[src/hw/rtl/hkm_pkg.sv]
// Package with the shared types, constants and codes of the heap k-way merger.
package hkm_pkg;

  // Default sizes of the heap and of the stored keys.
  localparam int unsigned MAX_LISTS = 16;
  localparam int unsigned KEY_BITS  = 32;

  // Fixed widths of the request and result fields.
  localparam int unsigned OP_BITS     = 2;
  localparam int unsigned VALUE_BITS  = 32;
  localparam int unsigned LIST_BITS   = 4;
  localparam int unsigned STATUS_BITS = 2;

  // Request operation codes.
  localparam logic [OP_BITS-1:0] OP_LOAD    = 2'd0;
  localparam logic [OP_BITS-1:0] OP_ADVANCE = 2'd1;
  localparam logic [OP_BITS-1:0] OP_EXHAUST = 2'd2;

  // Result status codes.
  localparam logic [STATUS_BITS-1:0] ST_MIN      = 2'd0;
  localparam logic [STATUS_BITS-1:0] ST_FINISHED = 2'd1;
  localparam logic [STATUS_BITS-1:0] ST_REJECT   = 2'd2;

  // One request.
  typedef struct packed {
    logic [OP_BITS-1:0]           op;
    logic signed [VALUE_BITS-1:0] key_value;
    logic [LIST_BITS-1:0]         list_id;
    logic                         present;
    logic                         last;
  } req_t;

  // One result.
  typedef struct packed {
    logic [STATUS_BITS-1:0]       status;
    logic signed [VALUE_BITS-1:0] min_value;
    logic [LIST_BITS-1:0]         min_list;
  } res_t;

  // Source of the first memory read address.
  typedef enum logic [1:0] {
    RD_POS   = 2'd0,
    RD_LAST  = 2'd1,
    RD_CHILD = 2'd2,
    RD_ROOT  = 2'd3
  } rd_sel_e;

  // Commands from the controller to the datapath.
  typedef struct packed {
    logic    latch_in;
    logic    insert;
    rd_sel_e rd_sel;
    logic    mv_load;
    logic    mv_key_in;
    logic    count_dec;
    logic    pos_root;
    logic    build_init;
    logic    build_next;
    logic    descend;
    logic    place;
    logic    emit_min;
    logic    emit_fin;
    logic    emit_rej;
  } ctrl_cmd_t;

  // Status from the datapath to the controller.
  typedef struct packed {
    logic full;
    logic count_zero;
    logic count_one;
    logic half_zero;
    logic has_child;
    logic stop;
    logic p_gt1;
  } dp_stat_t;

endpackage

[src/hw/rtl/hkm_dp.sv]
// Datapath of the heap k-way merger: heap memory, count, positions and result register.
module hkm_dp #(
  parameter int unsigned MaxLists = hkm_pkg::MAX_LISTS,
  parameter int unsigned KeyBits  = hkm_pkg::KEY_BITS
) (
  input  logic              clk_i,
  input  logic              rst_ni,
  input  hkm_pkg::req_t     req_i,
  input  hkm_pkg::ctrl_cmd_t cmd_i,
  output hkm_pkg::dp_stat_t stat_o,
  output hkm_pkg::res_t     res_o,
  output logic              res_valid_o
);

  localparam int unsigned NW = $clog2(MaxLists + 1);
  localparam int unsigned IW = $clog2(2 * MaxLists + 2);
  localparam int unsigned AW = $clog2(MaxLists);
  localparam int unsigned LB = hkm_pkg::LIST_BITS;
  localparam int unsigned VB = hkm_pkg::VALUE_BITS;

  // Heap storage; position p lives at address p - 1.
  logic [KeyBits-1:0] key_mem  [MaxLists];
  logic [LB-1:0]      list_mem [MaxLists];

  logic [NW-1:0]      count_q, count_d;
  logic [IW-1:0]      pos_q, pos_d;
  logic [NW-1:0]      p_q, p_d;
  logic [KeyBits-1:0] key_q;
  logic [KeyBits-1:0] mv_key_q;
  logic [LB-1:0]      mv_list_q;
  logic [KeyBits-1:0] rd_a_key_q, rd_b_key_q;
  logic [LB-1:0]      rd_a_list_q, rd_b_list_q;
  logic [KeyBits-1:0] key_ext;
  logic [VB-1:0]      min_out;
  hkm_pkg::res_t      res_q;
  logic               res_valid_q;

  logic [IW-1:0]      child;
  logic [IW-1:0]      child_r;
  logic [AW-1:0]      addr_a, addr_b;
  logic               take_b;
  logic [KeyBits-1:0] ch_key;
  logic [LB-1:0]      ch_list;
  logic [IW-1:0]      ch_idx;
  logic               wr_en;
  logic [AW-1:0]      wr_addr;
  logic [KeyBits-1:0] wr_key;
  logic [LB-1:0]      wr_list;

  // Key narrowing or widening of the incoming value, and the 32-bit view of a stored key.
  if (KeyBits <= VB) begin : g_narrow
    assign key_ext = req_i.key_value[KeyBits-1:0];
    assign min_out = VB'(rd_a_key_q);
  end else begin : g_wide
    assign key_ext = {{(KeyBits - VB){1'b0}}, req_i.key_value};
    assign min_out = rd_a_key_q[VB-1:0];
  end

  // Child positions of the current position.
  assign child   = pos_q << 1;
  assign child_r = child + IW'(1);

  // Read address selection.
  always_comb begin
    case (cmd_i.rd_sel)
      hkm_pkg::RD_LAST:  addr_a = AW'(count_q - NW'(1));
      hkm_pkg::RD_CHILD: addr_a = AW'(child - IW'(1));
      hkm_pkg::RD_ROOT:  addr_a = '0;
      default:           addr_a = AW'(pos_q - IW'(1));
    endcase
    addr_b = AW'(child);
  end

  // Smaller child; the right one wins only if it is strictly smaller.
  assign take_b  = (child_r <= IW'(count_q)) &&
                   ($signed(rd_b_key_q) < $signed(rd_a_key_q));
  assign ch_key  = take_b ? rd_b_key_q : rd_a_key_q;
  assign ch_list = take_b ? rd_b_list_q : rd_a_list_q;
  assign ch_idx  = take_b ? child_r : child;

  // Status toward the controller.
  assign stat_o.full       = (count_q == NW'(MaxLists));
  assign stat_o.count_zero = (count_q == '0);
  assign stat_o.count_one  = (count_q == NW'(1));
  assign stat_o.half_zero  = ((count_q >> 1) == '0);
  assign stat_o.has_child  = (child <= IW'(count_q));
  assign stat_o.stop       = ($signed(ch_key) >= $signed(mv_key_q));
  assign stat_o.p_gt1      = (p_q > NW'(1));

  // Write port selection.
  always_comb begin
    wr_en   = cmd_i.insert | cmd_i.descend | cmd_i.place;
    wr_addr = AW'(pos_q - IW'(1));
    wr_key  = mv_key_q;
    wr_list = mv_list_q;
    if (cmd_i.insert) begin
      wr_addr = AW'(count_q);
      wr_key  = key_ext;
      wr_list = req_i.list_id;
    end else if (cmd_i.descend) begin
      wr_key  = ch_key;
      wr_list = ch_list;
    end
  end

  // Heap memory with one write port and two registered read ports.
  always_ff @(posedge clk_i) begin
    if (wr_en) begin
      key_mem[wr_addr]  <= wr_key;
      list_mem[wr_addr] <= wr_list;
    end
    rd_a_key_q  <= key_mem[addr_a];
    rd_a_list_q <= list_mem[addr_a];
    rd_b_key_q  <= key_mem[addr_b];
    rd_b_list_q <= list_mem[addr_b];
  end

  // Next values of count and positions.
  always_comb begin
    count_d = count_q;
    pos_d   = pos_q;
    p_d     = p_q;
    if (cmd_i.insert) begin
      count_d = count_q + NW'(1);
    end else if (cmd_i.count_dec) begin
      count_d = count_q - NW'(1);
    end
    if (cmd_i.pos_root) begin
      pos_d = IW'(1);
    end else if (cmd_i.build_init) begin
      pos_d = IW'(count_q >> 1);
      p_d   = count_q >> 1;
    end else if (cmd_i.build_next) begin
      pos_d = IW'(p_q - NW'(1));
      p_d   = p_q - NW'(1);
    end else if (cmd_i.descend) begin
      pos_d = ch_idx;
    end
  end

  always_ff @(posedge clk_i or negedge rst_ni) begin
    if (!rst_ni) begin
      count_q <= '0;
    end else begin
      count_q <= count_d;
    end
  end

  // Position registers, input key and moving entry.
  always_ff @(posedge clk_i) begin
    pos_q <= pos_d;
    p_q   <= p_d;
    if (cmd_i.latch_in) begin
      key_q <= key_ext;
    end
    if (cmd_i.mv_load) begin
      mv_key_q  <= cmd_i.mv_key_in ? key_q : rd_a_key_q;
      mv_list_q <= rd_a_list_q;
    end
  end

  // Result register and its strobe.
  always_ff @(posedge clk_i) begin
    if (cmd_i.emit_min) begin
      res_q.status    <= hkm_pkg::ST_MIN;
      res_q.min_value <= min_out;
      res_q.min_list  <= rd_a_list_q;
    end else if (cmd_i.emit_fin) begin
      res_q.status    <= hkm_pkg::ST_FINISHED;
      res_q.min_value <= '0;
      res_q.min_list  <= '0;
    end else if (cmd_i.emit_rej) begin
      res_q.status    <= hkm_pkg::ST_REJECT;
      res_q.min_value <= '0;
      res_q.min_list  <= '0;
    end
  end

  always_ff @(posedge clk_i or negedge rst_ni) begin
    if (!rst_ni) begin
      res_valid_q <= 1'b0;
    end else begin
      res_valid_q <= cmd_i.emit_min | cmd_i.emit_fin | cmd_i.emit_rej;
    end
  end

  assign res_o       = res_q;
  assign res_valid_o = res_valid_q;

endmodule

[src/hw/rtl/hkm_ctrl.sv]
// Controller state machine of the heap k-way merger: phase tracking and sift sequencing.
module hkm_ctrl (
  input  logic               clk_i,
  input  logic               rst_ni,
  input  logic               start,
  input  logic [hkm_pkg::OP_BITS-1:0] op_i,
  input  logic               present_i,
  input  logic               last_i,
  input  hkm_pkg::dp_stat_t  stat_i,
  output hkm_pkg::ctrl_cmd_t cmd_o,
  output logic               busy
);

  typedef enum logic [8:0] {
    S_IDLE    = 9'b000000001,
    S_BUILD   = 9'b000000010,
    S_FETCH   = 9'b000000100,
    S_LATCH   = 9'b000001000,
    S_SD_RD   = 9'b000010000,
    S_SD_CMP  = 9'b000100000,
    S_PLACE   = 9'b001000000,
    S_EMIT_RD = 9'b010000000,
    S_EMIT    = 9'b100000000
  } state_e;

  state_e state_q, state_d;
  logic   merging_q, merging_d;
  logic   build_q, build_d;
  logic   adv_q, adv_d;

  // Next state and commands.
  always_comb begin
    cmd_o     = '0;
    state_d   = state_q;
    merging_d = merging_q;
    build_d   = build_q;
    adv_d     = adv_q;
    unique case (state_q)
      S_IDLE: begin
        if (start) begin
          cmd_o.latch_in = 1'b1;
          if (op_i == hkm_pkg::OP_LOAD && !merging_q) begin
            if (present_i && stat_i.full) begin
              cmd_o.emit_rej = 1'b1;
            end else begin
              cmd_o.insert = present_i;
              if (last_i) begin
                build_d = 1'b1;
                adv_d   = 1'b0;
                state_d = S_BUILD;
              end
            end
          end else if (merging_q &&
                       (op_i == hkm_pkg::OP_ADVANCE || op_i == hkm_pkg::OP_EXHAUST)) begin
            cmd_o.pos_root = 1'b1;
            adv_d          = (op_i == hkm_pkg::OP_ADVANCE);
            build_d        = 1'b0;
            state_d        = S_FETCH;
          end else begin
            cmd_o.emit_rej = 1'b1;
          end
        end
      end
      // Start of the bottom-up heap build.
      S_BUILD: begin
        if (stat_i.count_zero) begin
          cmd_o.emit_fin = 1'b1;
          build_d        = 1'b0;
          state_d        = S_IDLE;
        end else if (stat_i.half_zero) begin
          merging_d = 1'b1;
          state_d   = S_EMIT_RD;
        end else begin
          cmd_o.build_init = 1'b1;
          merging_d        = 1'b1;
          state_d          = S_FETCH;
        end
      end
      // Read the entry that is about to move down.
      S_FETCH: begin
        cmd_o.rd_sel = (build_q || adv_q) ? hkm_pkg::RD_POS : hkm_pkg::RD_LAST;
        state_d      = S_LATCH;
      end
      S_LATCH: begin
        cmd_o.mv_load   = 1'b1;
        cmd_o.mv_key_in = adv_q && !build_q;
        if (!build_q && !adv_q) begin
          cmd_o.count_dec = 1'b1;
          if (stat_i.count_one) begin
            cmd_o.emit_fin = 1'b1;
            merging_d      = 1'b0;
            state_d        = S_IDLE;
          end else begin
            state_d = S_SD_RD;
          end
        end else begin
          state_d = S_SD_RD;
        end
      end
      // One level of the sift-down: read both children, then compare and move.
      S_SD_RD: begin
        cmd_o.rd_sel = hkm_pkg::RD_CHILD;
        state_d      = stat_i.has_child ? S_SD_CMP : S_PLACE;
      end
      S_SD_CMP: begin
        if (stat_i.stop) begin
          state_d = S_PLACE;
        end else begin
          cmd_o.descend = 1'b1;
          state_d       = S_SD_RD;
        end
      end
      S_PLACE: begin
        cmd_o.place = 1'b1;
        if (build_q && stat_i.p_gt1) begin
          cmd_o.build_next = 1'b1;
          state_d          = S_FETCH;
        end else begin
          state_d = S_EMIT_RD;
        end
      end
      S_EMIT_RD: begin
        cmd_o.rd_sel = hkm_pkg::RD_ROOT;
        state_d      = S_EMIT;
      end
      S_EMIT: begin
        cmd_o.emit_min = 1'b1;
        build_d        = 1'b0;
        state_d        = S_IDLE;
      end
      default: begin
        state_d = S_IDLE;
      end
    endcase
  end

  always_ff @(posedge clk_i or negedge rst_ni) begin
    if (!rst_ni) begin
      state_q   <= S_IDLE;
      merging_q <= 1'b0;
      build_q   <= 1'b0;
      adv_q     <= 1'b0;
    end else begin
      state_q   <= state_d;
      merging_q <= merging_d;
      build_q   <= build_d;
      adv_q     <= adv_d;
    end
  end

  assign busy = (state_q != S_IDLE);

endmodule

[src/hw/rtl/heap_kway_merger.sv]
// Top level of the heap k-way merger: controller and datapath.
//
//   channel   direction  handshake               payload
//   request   in         start high, busy low    req_i (op, key_value, list_id, present, last)
//   result    out        res_valid_o, one cycle  res_o (status, min_value, min_list)
//
// A rejected request or a load without last is handled in idle and leaves busy low; a rejection
// shows its result in the next cycle. Advance and exhausted keep busy high through the fetch and
// latch of the moving entry, a child read and a compare for each of the d levels it descends
// (at most log2 of the heap size), one more child read, a compare when it stops above a child,
// the place, and the root read and emit; when the last entry leaves, only fetch and latch run.
// A final load runs one such sift for each of the count/2 inner positions before the minimum is
// shown. Reset clears the phase and the entry count; the heap memory needs no clearing.
// The receiver cannot stall: res_valid_o is high for exactly one cycle per result.
module heap_kway_merger #(
  parameter int unsigned MaxLists = hkm_pkg::MAX_LISTS,
  parameter int unsigned KeyBits  = hkm_pkg::KEY_BITS
) (
  input  logic          clk_i,
  input  logic          rst_ni,
  input  logic          start,
  output logic          busy,
  input  hkm_pkg::req_t req_i,
  output hkm_pkg::res_t res_o,
  output logic          res_valid_o
);

  hkm_pkg::ctrl_cmd_t cmd;
  hkm_pkg::dp_stat_t  stat;

  // Sequencing of each request.
  hkm_ctrl u_ctrl (
    .clk_i     (clk_i),
    .rst_ni    (rst_ni),
    .start     (start),
    .op_i      (req_i.op),
    .present_i (req_i.present),
    .last_i    (req_i.last),
    .stat_i    (stat),
    .cmd_o     (cmd),
    .busy      (busy)
  );

  // Heap storage and arithmetic.
  hkm_dp #(
    .MaxLists (MaxLists),
    .KeyBits  (KeyBits)
  ) u_dp (
    .clk_i       (clk_i),
    .rst_ni      (rst_ni),
    .req_i       (req_i),
    .cmd_i       (cmd),
    .stat_o      (stat),
    .res_o       (res_o),
    .res_valid_o (res_valid_o)
  );

endmodule
[config.mk]
export PLATFORM = sky130hd
export DESIGN_NAME = heap_kway_merger
export DESIGN_NICKNAME = d
export VERILOG_FILES = /design/src/hw/rtl/hkm_pkg.sv /design/src/hw/rtl/hkm_dp.sv /design/src/hw/rtl/hkm_ctrl.sv /design/src/hw/rtl/heap_kway_merger.sv
export SDC_FILE = /design/constraint.sdc
export NUM_CORES = 1
export LEC_CHECK = 0
export ABC_AREA = 0
export BUFFER_PORTS_ARGS = -buffer_cell sky130_fd_sc_hd__buf_2
export CORE_MARGIN = 2
export CORE_UTILIZATION = 52
export DETAILED_ROUTE_END_ITERATION = 6
export GPL_ROUTABILITY_DRIVEN = 0
export PLACE_DENSITY = 0.68
export SLEW_MARGIN = 25
export SYNTH_ARGS = -nofsm -noshare
export SYNTH_HDL_FRONTEND = slang
export SYNTH_SLANG_ARGS = --single-unit
[constraint.sdc]
create_clock -name clk_i -period 10.3 [get_ports clk_i]
set_input_delay 1.545 -clock clk_i [delete_from_list [all_inputs] [get_ports clk_i]]
set_output_delay 1.545 -clock clk_i [all_outputs]
set_load 0.02 [all_outputs]
# After elaboration in Yosys (flattened, before gate mapping)
# Memories as Yosys holds them, arrays and structs flattened. A register that Yosys moved wholly into a read port is not among the register bits.
# Cells that the tools add are included.
[classes] n_addsub=7 magnitude_cmp=5 n_eq_ne=27 muxes=80 n_bitwise=5 n_reduce_logical=31
[op_table] op="2-to-1 mux 32 bit" count=4
[op_table] op="2-to-1 mux 37 bit" count=2
[op_table] op="one-hot mux 9 bit (8 select lines)" count=1
[op_table] op="2-to-1 mux 9 bit" count=6
[op_table] op="2-to-1 mux 1 bit" count=40
[op_table] op="2-to-1 mux 5 bit" count=8
[op_table] op="2-to-1 mux 36 bit" count=1
[op_table] op=">= comparator 32 bit" count=1
[op_table] op="< comparator 32 bit" count=1
[op_table] op="2-to-1 mux 4 bit" count=6
[op_table] op="2-to-1 mux 8 bit" count=2
[op_table] op="subtractor 5 x 1 -> 5 bit, second input constant" count=3
[op_table] op="2-to-1 mux 7 bit" count=2
[op_table] op="<= comparator 6 x 5 -> 1 bit" count=2
[op_table] op="inequality test 2 bit, second input constant" count=6
[op_table] op="one-hot mux 4 bit (3 select lines)" count=1
[op_table] op="nonzero test 2 bit" count=6
[op_table] op="logical NOT 5 bit" count=2
[op_table] op="== test 9 x 1 -> 1 bit, second input constant" count=1
[op_table] op="== test 9 x 2 -> 1 bit, second input constant" count=1
[op_table] op="== test 9 x 3 -> 1 bit, second input constant" count=1
[op_table] op="== test 9 x 4 -> 1 bit, second input constant" count=1
[op_table] op="== test 9 x 5 -> 1 bit, second input constant" count=1
[op_table] op="== test 9 x 6 -> 1 bit, second input constant" count=1
[op_table] op="other kinds (32)" count=55
[word_totals] ff_bits=134 ramBits=576 inputBits=43 output_inout_bits=40 wordCells=174 mem_count=2
[memory_table] memory="u_dp.key_mem" words=16 width=32 rd=2 rd_clocked_by_memory_dff=2 wr=1 line_no="hkm_dp.sv:22" source="logic [KeyBits-1:0] key_mem [MaxLists];"
[memory_table] memory="u_dp.list_mem" words=16 width=4 rd=2 rd_clocked_by_memory_dff=2 wr=1 line_no="hkm_dp.sv:23" source="logic [LB-1:0] list_mem [MaxLists];"

# Depth between registers and ports, before layout
[depth] word_depth=11 depth_mapped=22 depth_no_buf=18

# Hierarchy
# Synthesis repeated with hierarchy kept, for this count alone.
[hier_totals] cells_unflattened=2023 area_unflattened_um2=34179.0
[by_module_without_submodules] module="hkm_dp" n_inst=1 cells_each=1908 area_each_um2=33269.4
[by_module_without_submodules] module="hkm_ctrl" n_inst=1 cells_each=115 area_each_um2=909.6

# Worst setup path after synthesis
# No wires, ideal clock.
[synth_path] path_kind="register -> register" from="register u_dp.count_q[2]" to="memory u_dp.key_mem[10][0] (netlist name) (enable)" setup_time_ns=0.441 arrival_time_ns=6.529 required_time_ns=9.859 path_slack_ns=3.330 path_stages_with_launch=22 n_path_buf=3 path_cell_list="dfrtp_1 -> clkbuf_1 -> inv_1 -> ha_1 -> and4b_1 -> a221oi_1 -> a31o_2 -> nand4_1 -> a21oi_1 -> a31oi_2 -> buf_2 -> mux2_2 -> ha_1 -> a21oi_1 -> nand2_1 -> a221o_1 -> o31a_1 -> or3_1 -> and2_1 -> buf_2 -> a211o_1 -> a21oi_1"
[synth_via] elab_chain_cells=10 word_cells_on_any_way=17
[synth_lines] item="from (decl)" line_no="hkm_dp.sv:25" source="logic [NW-1:0] count_q, count_d;"
[synth_lines] item="from (signal assigned)" line_no="hkm_dp.sv:145" source="count_q <= count_d;"
[synth_lines] item="<= comparator 6 x 5 -> 1 bit / == test 5 bit (equally long branches)" line_no="hkm_dp.sv:75, hkm_dp.sv:82"
[synth_lines] item="logical AND 1 bit, on equally long branches" line_no="hkm_dp.sv:75, hkm_ctrl.sv:43"
[synth_lines] item="2-to-1 mux 32 bit / 2-to-1 mux 1 bit (equally long branches)" line_no="hkm_dp.sv:77, hkm_ctrl.sv:43"
[synth_lines] item=">= comparator 32 bit / 2-to-1 mux 1 bit (equally long branches)" line_no="hkm_dp.sv:87, hkm_ctrl.sv:42"
[synth_lines] item="2-to-1 mux 1 bit / 2-to-1 mux 2 bit (equally long branches)" line_no="hkm_ctrl.sv:106, hkm_ctrl.sv:40"
[synth_lines] item="2-to-1 mux 1 bit / 2-to-1 mux 2 bit (equally long branches)" line_no="hkm_ctrl.sv:38" source="unique case (state_q)"
[synth_lines] item="bitwise OR 1 bit (2 in series)" line_no="hkm_dp.sv:92" source="wr_en = cmd_i.insert | cmd_i.descend | cmd_i.place;"
[synth_lines] item="2-to-1 mux 1 bit" line_no="hkm_dp.sv:108" source="if (wr_en) begin"
[synth_lines] item="2-to-1 mux 1 bit (implied by the code)" line_no="hkm_dp.sv:109" source="key_mem[wr_addr] <= wr_key;"
[synth_lines] item="to (decl)" line_no="hkm_dp.sv:22"
# Several ways; a longest one is shown, not always the timed one.

# Final worst setup path
[layout_path] from="register u_dp.pos_q[0]" to="memory u_dp.key_mem[4][13] (netlist name) (enable)"
[layout_via] elab_chain_cells=11 word_cells_on_any_way=13
[layout_lines] item="from (decl)" line_no="hkm_dp.sv:26" source="logic [IW-1:0] pos_q, pos_d;"
[layout_lines] item="from (signal assigned)" line_no="hkm_dp.sv:151" source="pos_q <= pos_d;"
[layout_lines] item="adder 6 x 1 -> 6 bit" line_no="hkm_dp.sv:61" source="assign child_r = child + IW'(1);"
[layout_lines] item="<= comparator 6 x 5 -> 1 bit" line_no="hkm_dp.sv:75" source="assign take_b = (child_r <= IW'(count_q)) &&"
[layout_lines] item="logical AND 1 bit" line_no="hkm_dp.sv:75"
[layout_lines] item="2-to-1 mux 32 bit" line_no="hkm_dp.sv:77" source="assign ch_key = take_b ? rd_b_key_q : rd_a_key_q;"
[layout_lines] item=">= comparator 32 bit" line_no="hkm_dp.sv:87" source="assign stat_o.stop = ($signed(ch_key) >= $signed(mv_key_q));"
[layout_lines] item="2-to-1 mux 1 bit" line_no="hkm_ctrl.sv:106" source="if (stat_i.stop) begin"
[layout_lines] item="2-to-1 mux 1 bit" line_no="hkm_ctrl.sv:38"
[layout_lines] item="bitwise OR 1 bit (2 in series)" line_no="hkm_dp.sv:92"
[layout_lines] item="2-to-1 mux 1 bit" line_no="hkm_dp.sv:108"
[layout_lines] item="2-to-1 mux 1 bit (implied by the code)" line_no="hkm_dp.sv:109"
# Several ways; a longest one is shown, not always the timed one.

==> flow_summary_export.csv <==
group,metric,value,unit
synthesis,synthAdderAreaFrac,2.72,%
cells_and_area,diodes,0,
synthesis,async_flop_share,2.30,%
outcome,status,"finished, final reports clean",
synthesis,synth_area,0.0350,mm²
synthesis,synthMuxAreaShare,10.2,%
routing,drt-initial-drc-count,2822,
synthesis,synth-compound-area-share,7.93,%
cts,ctsResizeCount,0,
worst_setup_path,path_max_fanout,38,
worst_setup_path,worstPathArrival,9.04,ns
cts,cts_tree,"built",
synthesis,yosysTopAreaCell,"edfxtp_1",
placed_design,placed_cells,3510,
routing,vias_per_cell,6.25,
die,start_util,52.3,%
placed_design,dp_hpwl,56400,µm
hold_path,hold_path.class,"flip-flop to flip-flop",
worst_setup_path,crit_path_end_kind,"flip-flop",
cts,cts-htree-levels,3,
global_routing,grt_overflow,0,
routing,postRouteAntennaNets,0,
die,chipWidth,263,µm
timing,rsz0062_at_grt,"false",
timing,period_needed,8.74,ns
worst_setup_path,worstPathRequired,10.60,ns
synthesis,synth_top_family_by_area,"simple AND/OR/NAND/NOR gates",
worst_setup_path,setup.worst_path.class,"flip-flop to flip-flop",
routing,wl_per_cell,25.8,µm
cts,root_buffer,"clkbuf_16",
power_and_ir_drop,power.total,11.0,mW
die,fp.dieH,263,µm
synthesis,synth_simple_gate_area_share,11.3,%
global_routing,antenna_found_initial,4,
synthesis,ys_seq_elements,782,
cts,clockBufferDepth,3,
timing,setup-tns-final,0,ns
routing,vias,22900,
cts,cts_buffers,82,
routing,post-route-drc-count,0,
timing,slew_headroom,31.1,%
global_routing,grt_max_degree,195,
power_and_ir_drop,power_density,280,mW/mm²
routing,first_pass_iters,6,
cts,post-cts-setup-buffer-count,0,
worst_setup_path,crit_path_start_kind,"flip-flop",
die,fp-row-count,95,
die,die-area,0.0694,mm²
timing,setup_viol,0,
synthesis,synth_top_area_share,58.8,%
synthesis,synthesis.instances,2663,
timing,holdWs,0.469,ns
cts,clk_latency,0.64,ns
cells_and_area,drive_above_1_share,16.9,%
synthesis,synth.distinct_cells,69,
synthesis,yosys_warnings,0,
synthesis,yosysSeqAreaShare,64.6,%
timing,max_freq,114,MHz
timing,finClkSkew,0.0276,ns
timing,fin_crit_sh,84.9,%
synthesis,syn_area_per_cell,13.1,µm²
synthesis,synth.area.top_cells,"edfxtp_1 (59%), nand2_1 (5.4%), mux4_2 (4.6%)",
die,io_pins,83,
power_and_ir_drop,vdd_drop_max,0.000369,V
global_routing,grt_pass1_wl,141000,µm
cells_and_area,fin_nets,2841,
synthesis,synth_enable_flop_cells,685,
routing,postRouteWirelength,94400,µm
cells_and_area,stdcell_count,3661,
flow_run,maxCapViolCount,0,
die,core_region_area,0.0669,mm²
placed_design,portBuffers,82,
synthesis,synthXorXnorAreaFrac,0.300,%
cells_and_area,syn2layout_area_growth,12.0,%
global_routing,grt_pass1_vias,22500,
synthesis,synth-main-ff-cell,"edfxtp_1",
cts,path_clk_slew,0.06,ns
timing,tightest_slew,1.03,ns
cts,cts_sinks,782,
synthesis,synth_nets,2782,
timing,drv_slew,0,
timing,hold_viol,0,
cts,hold_buffers,0,
global_routing,grt_usage,27.0,%
power_and_ir_drop,power.leakage,14.2,nW
-- cell usage after synthesis (19+ instances only) --
cell type and count:
edfxtp_1 685, inv_1 85, a21oi_1 132, nand2_1 504
buf_2 47, o221ai_1 36, o31a_1 32, and2_1 40
mux2_2 70, mux2i_1 116, o21ai_0 55, o21ai_1 37
ha_1 76, a21bo_2 31, nand4_1 19, clkbuf_1 70
nor2_1 147, nand3_1 90, dfxtp_1 79, nand3b_1 37
a32oi_1 38, mux4_2 72
-- sequential cells by signal, indices dropped and copies added (netlist names) --
| register | cells |
|---|---|
| u_dp.mv_list_q | 4 |
| u_dp.list_mem | 64 |
| u_ctrl.adv_q | 1 |
| u_dp.res_o | 38 |
| u_dp.key_mem | 512 |
| u_ctrl.state_q | 9 |
| u_dp.rd_b_list_q | 4 |
| u_dp.res_valid_o | 1 |
| u_ctrl.merging_q | 1 |
| u_dp.p_q | 5 |
| u_dp.pos_q | 5 |
| u_ctrl.build_q | 1 |
| u_dp.count_q | 5 |
| u_dp.rd_b_key_q | 32 |
| u_dp.mv_key_q | 32 |
| u_dp.min_out | 32 |
| u_dp.rd_a_list_q | 4 |
| u_dp.key_q | 32 |
-- through the flow --
| stage | setup WS (ns) | cell area, µm² | util, % |
|---|---|---|---|
| final | 1.56 | 39200 | 58.6 |
| after global routing | 1.18 | 39200 | 58.6 |
| after CTS | 1.54 | 39200 | 58.6 |
| after detailed placement | 1.56 | 36400 | 54.3 |
| after global placement | 1.82 | 36400 | 54.3 |
| after floorplan | 3.33 | 35000 | - |
-- layer usage --
layer	GRT usage [%]	vias up	part of all wire [%]
met1	37.7	11400	40
met3	4.88	190	10
li1	-	10000	-
met4	9.07	0	3.1
met2	43.0	1222	46
met5	0	-	0
-- where the power goes --
part | total [mW] | internal, mW | switching, mW | leakage (nW)
clock network | 3.08 | 1.85 | 1.23 | 1.37
logic | 3.91 | 1.46 | 2.45 | 5.77
registers | 4.00 | 3.77 | 0.230 | 7.10
-- final cells by class --
cell class,instances,area [µm²]
Clock buffer,109,2270
Clock inverter,41,551
Fill cell,5124,27700
Inverter,85,319
Multi-Input combinational cell,1644,11600
Sequential cell,782,22600
Tap cell,873,1090
Timing Repair Buffer,127,785
-- worst max-delay path, cell delays in order (launching register included) --
cell,delay (ns)
dfxtp_4,0.91
inv_1,0.35
ha_1,0.30
inv_1,0.05
a221oi_1,0.06
a31o_2,0.26
nand4_1,0.09
a21oi_1,0.08
a31oi_4,0.67
buf_4,0.49
mux2_2,0.41
ha_1,0.40
nand4_1,0.22
nor4_1,0.85
o31a_1,0.40
o21ai_0,0.22
nand2_2,0.69
o211ai_1,0.53
a21oi_4,0.91
buf_4,0.45
-- logic make-up after synthesis --
| logic type | Yosys count |
|---|---|
| buf+inv | 237 |
| xor+xnor | 12 |
| fa+ha+maj | 76 |
| compound gates | 411 |
| flops | 782 |
| mux | 258 |
| simple gates | 887 |
-- layout by cell type, fill, tap and decap left out, types with 5 or more instances in the layout --
master,Yosys,routed
a21oi_4,0,16
nand3b_1,37,37
o221ai_1,36,36
buf_2,47,82
nor4_1,6,6
nand2_1,504,500
o31a_1,32,32
a21oi_1,132,116
nand4_1,19,19
inv_1,85,85
clkinv_2,0,10
a211oi_1,5,5
nor3_1,9,9
clkbuf_8,0,7
a32oi_1,38,38
a21o_1,5,5
clkbuf_1,70,18
mux2i_1,116,116
clkinv_1,0,8
and2_1,40,39
dfrtp_1,17,17
edfxtp_1,685,685
mux4_2,72,72
buf_4,14,42
xnor2_1,10,10
nor2_1,147,145
o211ai_1,11,11
a21bo_2,31,31
bufinv_16,0,12
o21ai_0,55,54
ha_1,76,76
o21ai_1,37,37
clkbuf_16,0,84
mux2_2,70,70
nand3_1,90,90
dfxtp_1,79,76
-- worst paths after layout --
check / start / end / slack (ns) / cells after the start
worst max-delay path: u_dp.pos_q[0] / u_dp.key_mem[4][13] / 1.56 / 19
worst min-delay path: u_dp.res_o[37] / u_dp.res_o[37] / 0.47 / 2
worst max register to register: u_dp.pos_q[0] / u_dp.key_mem[4][13] / 1.56 / 19
worst min register to register: u_dp.res_o[37] / u_dp.res_o[37] / 0.47 / 2
max in group asynchronous: rst_ni / u_ctrl.state_q[0] / 9.12 / 1
min in group asynchronous: rst_ni / u_dp.count_q[2] / 0.85 / 1
Note: power is estimated with default switching activity, not from simulation.
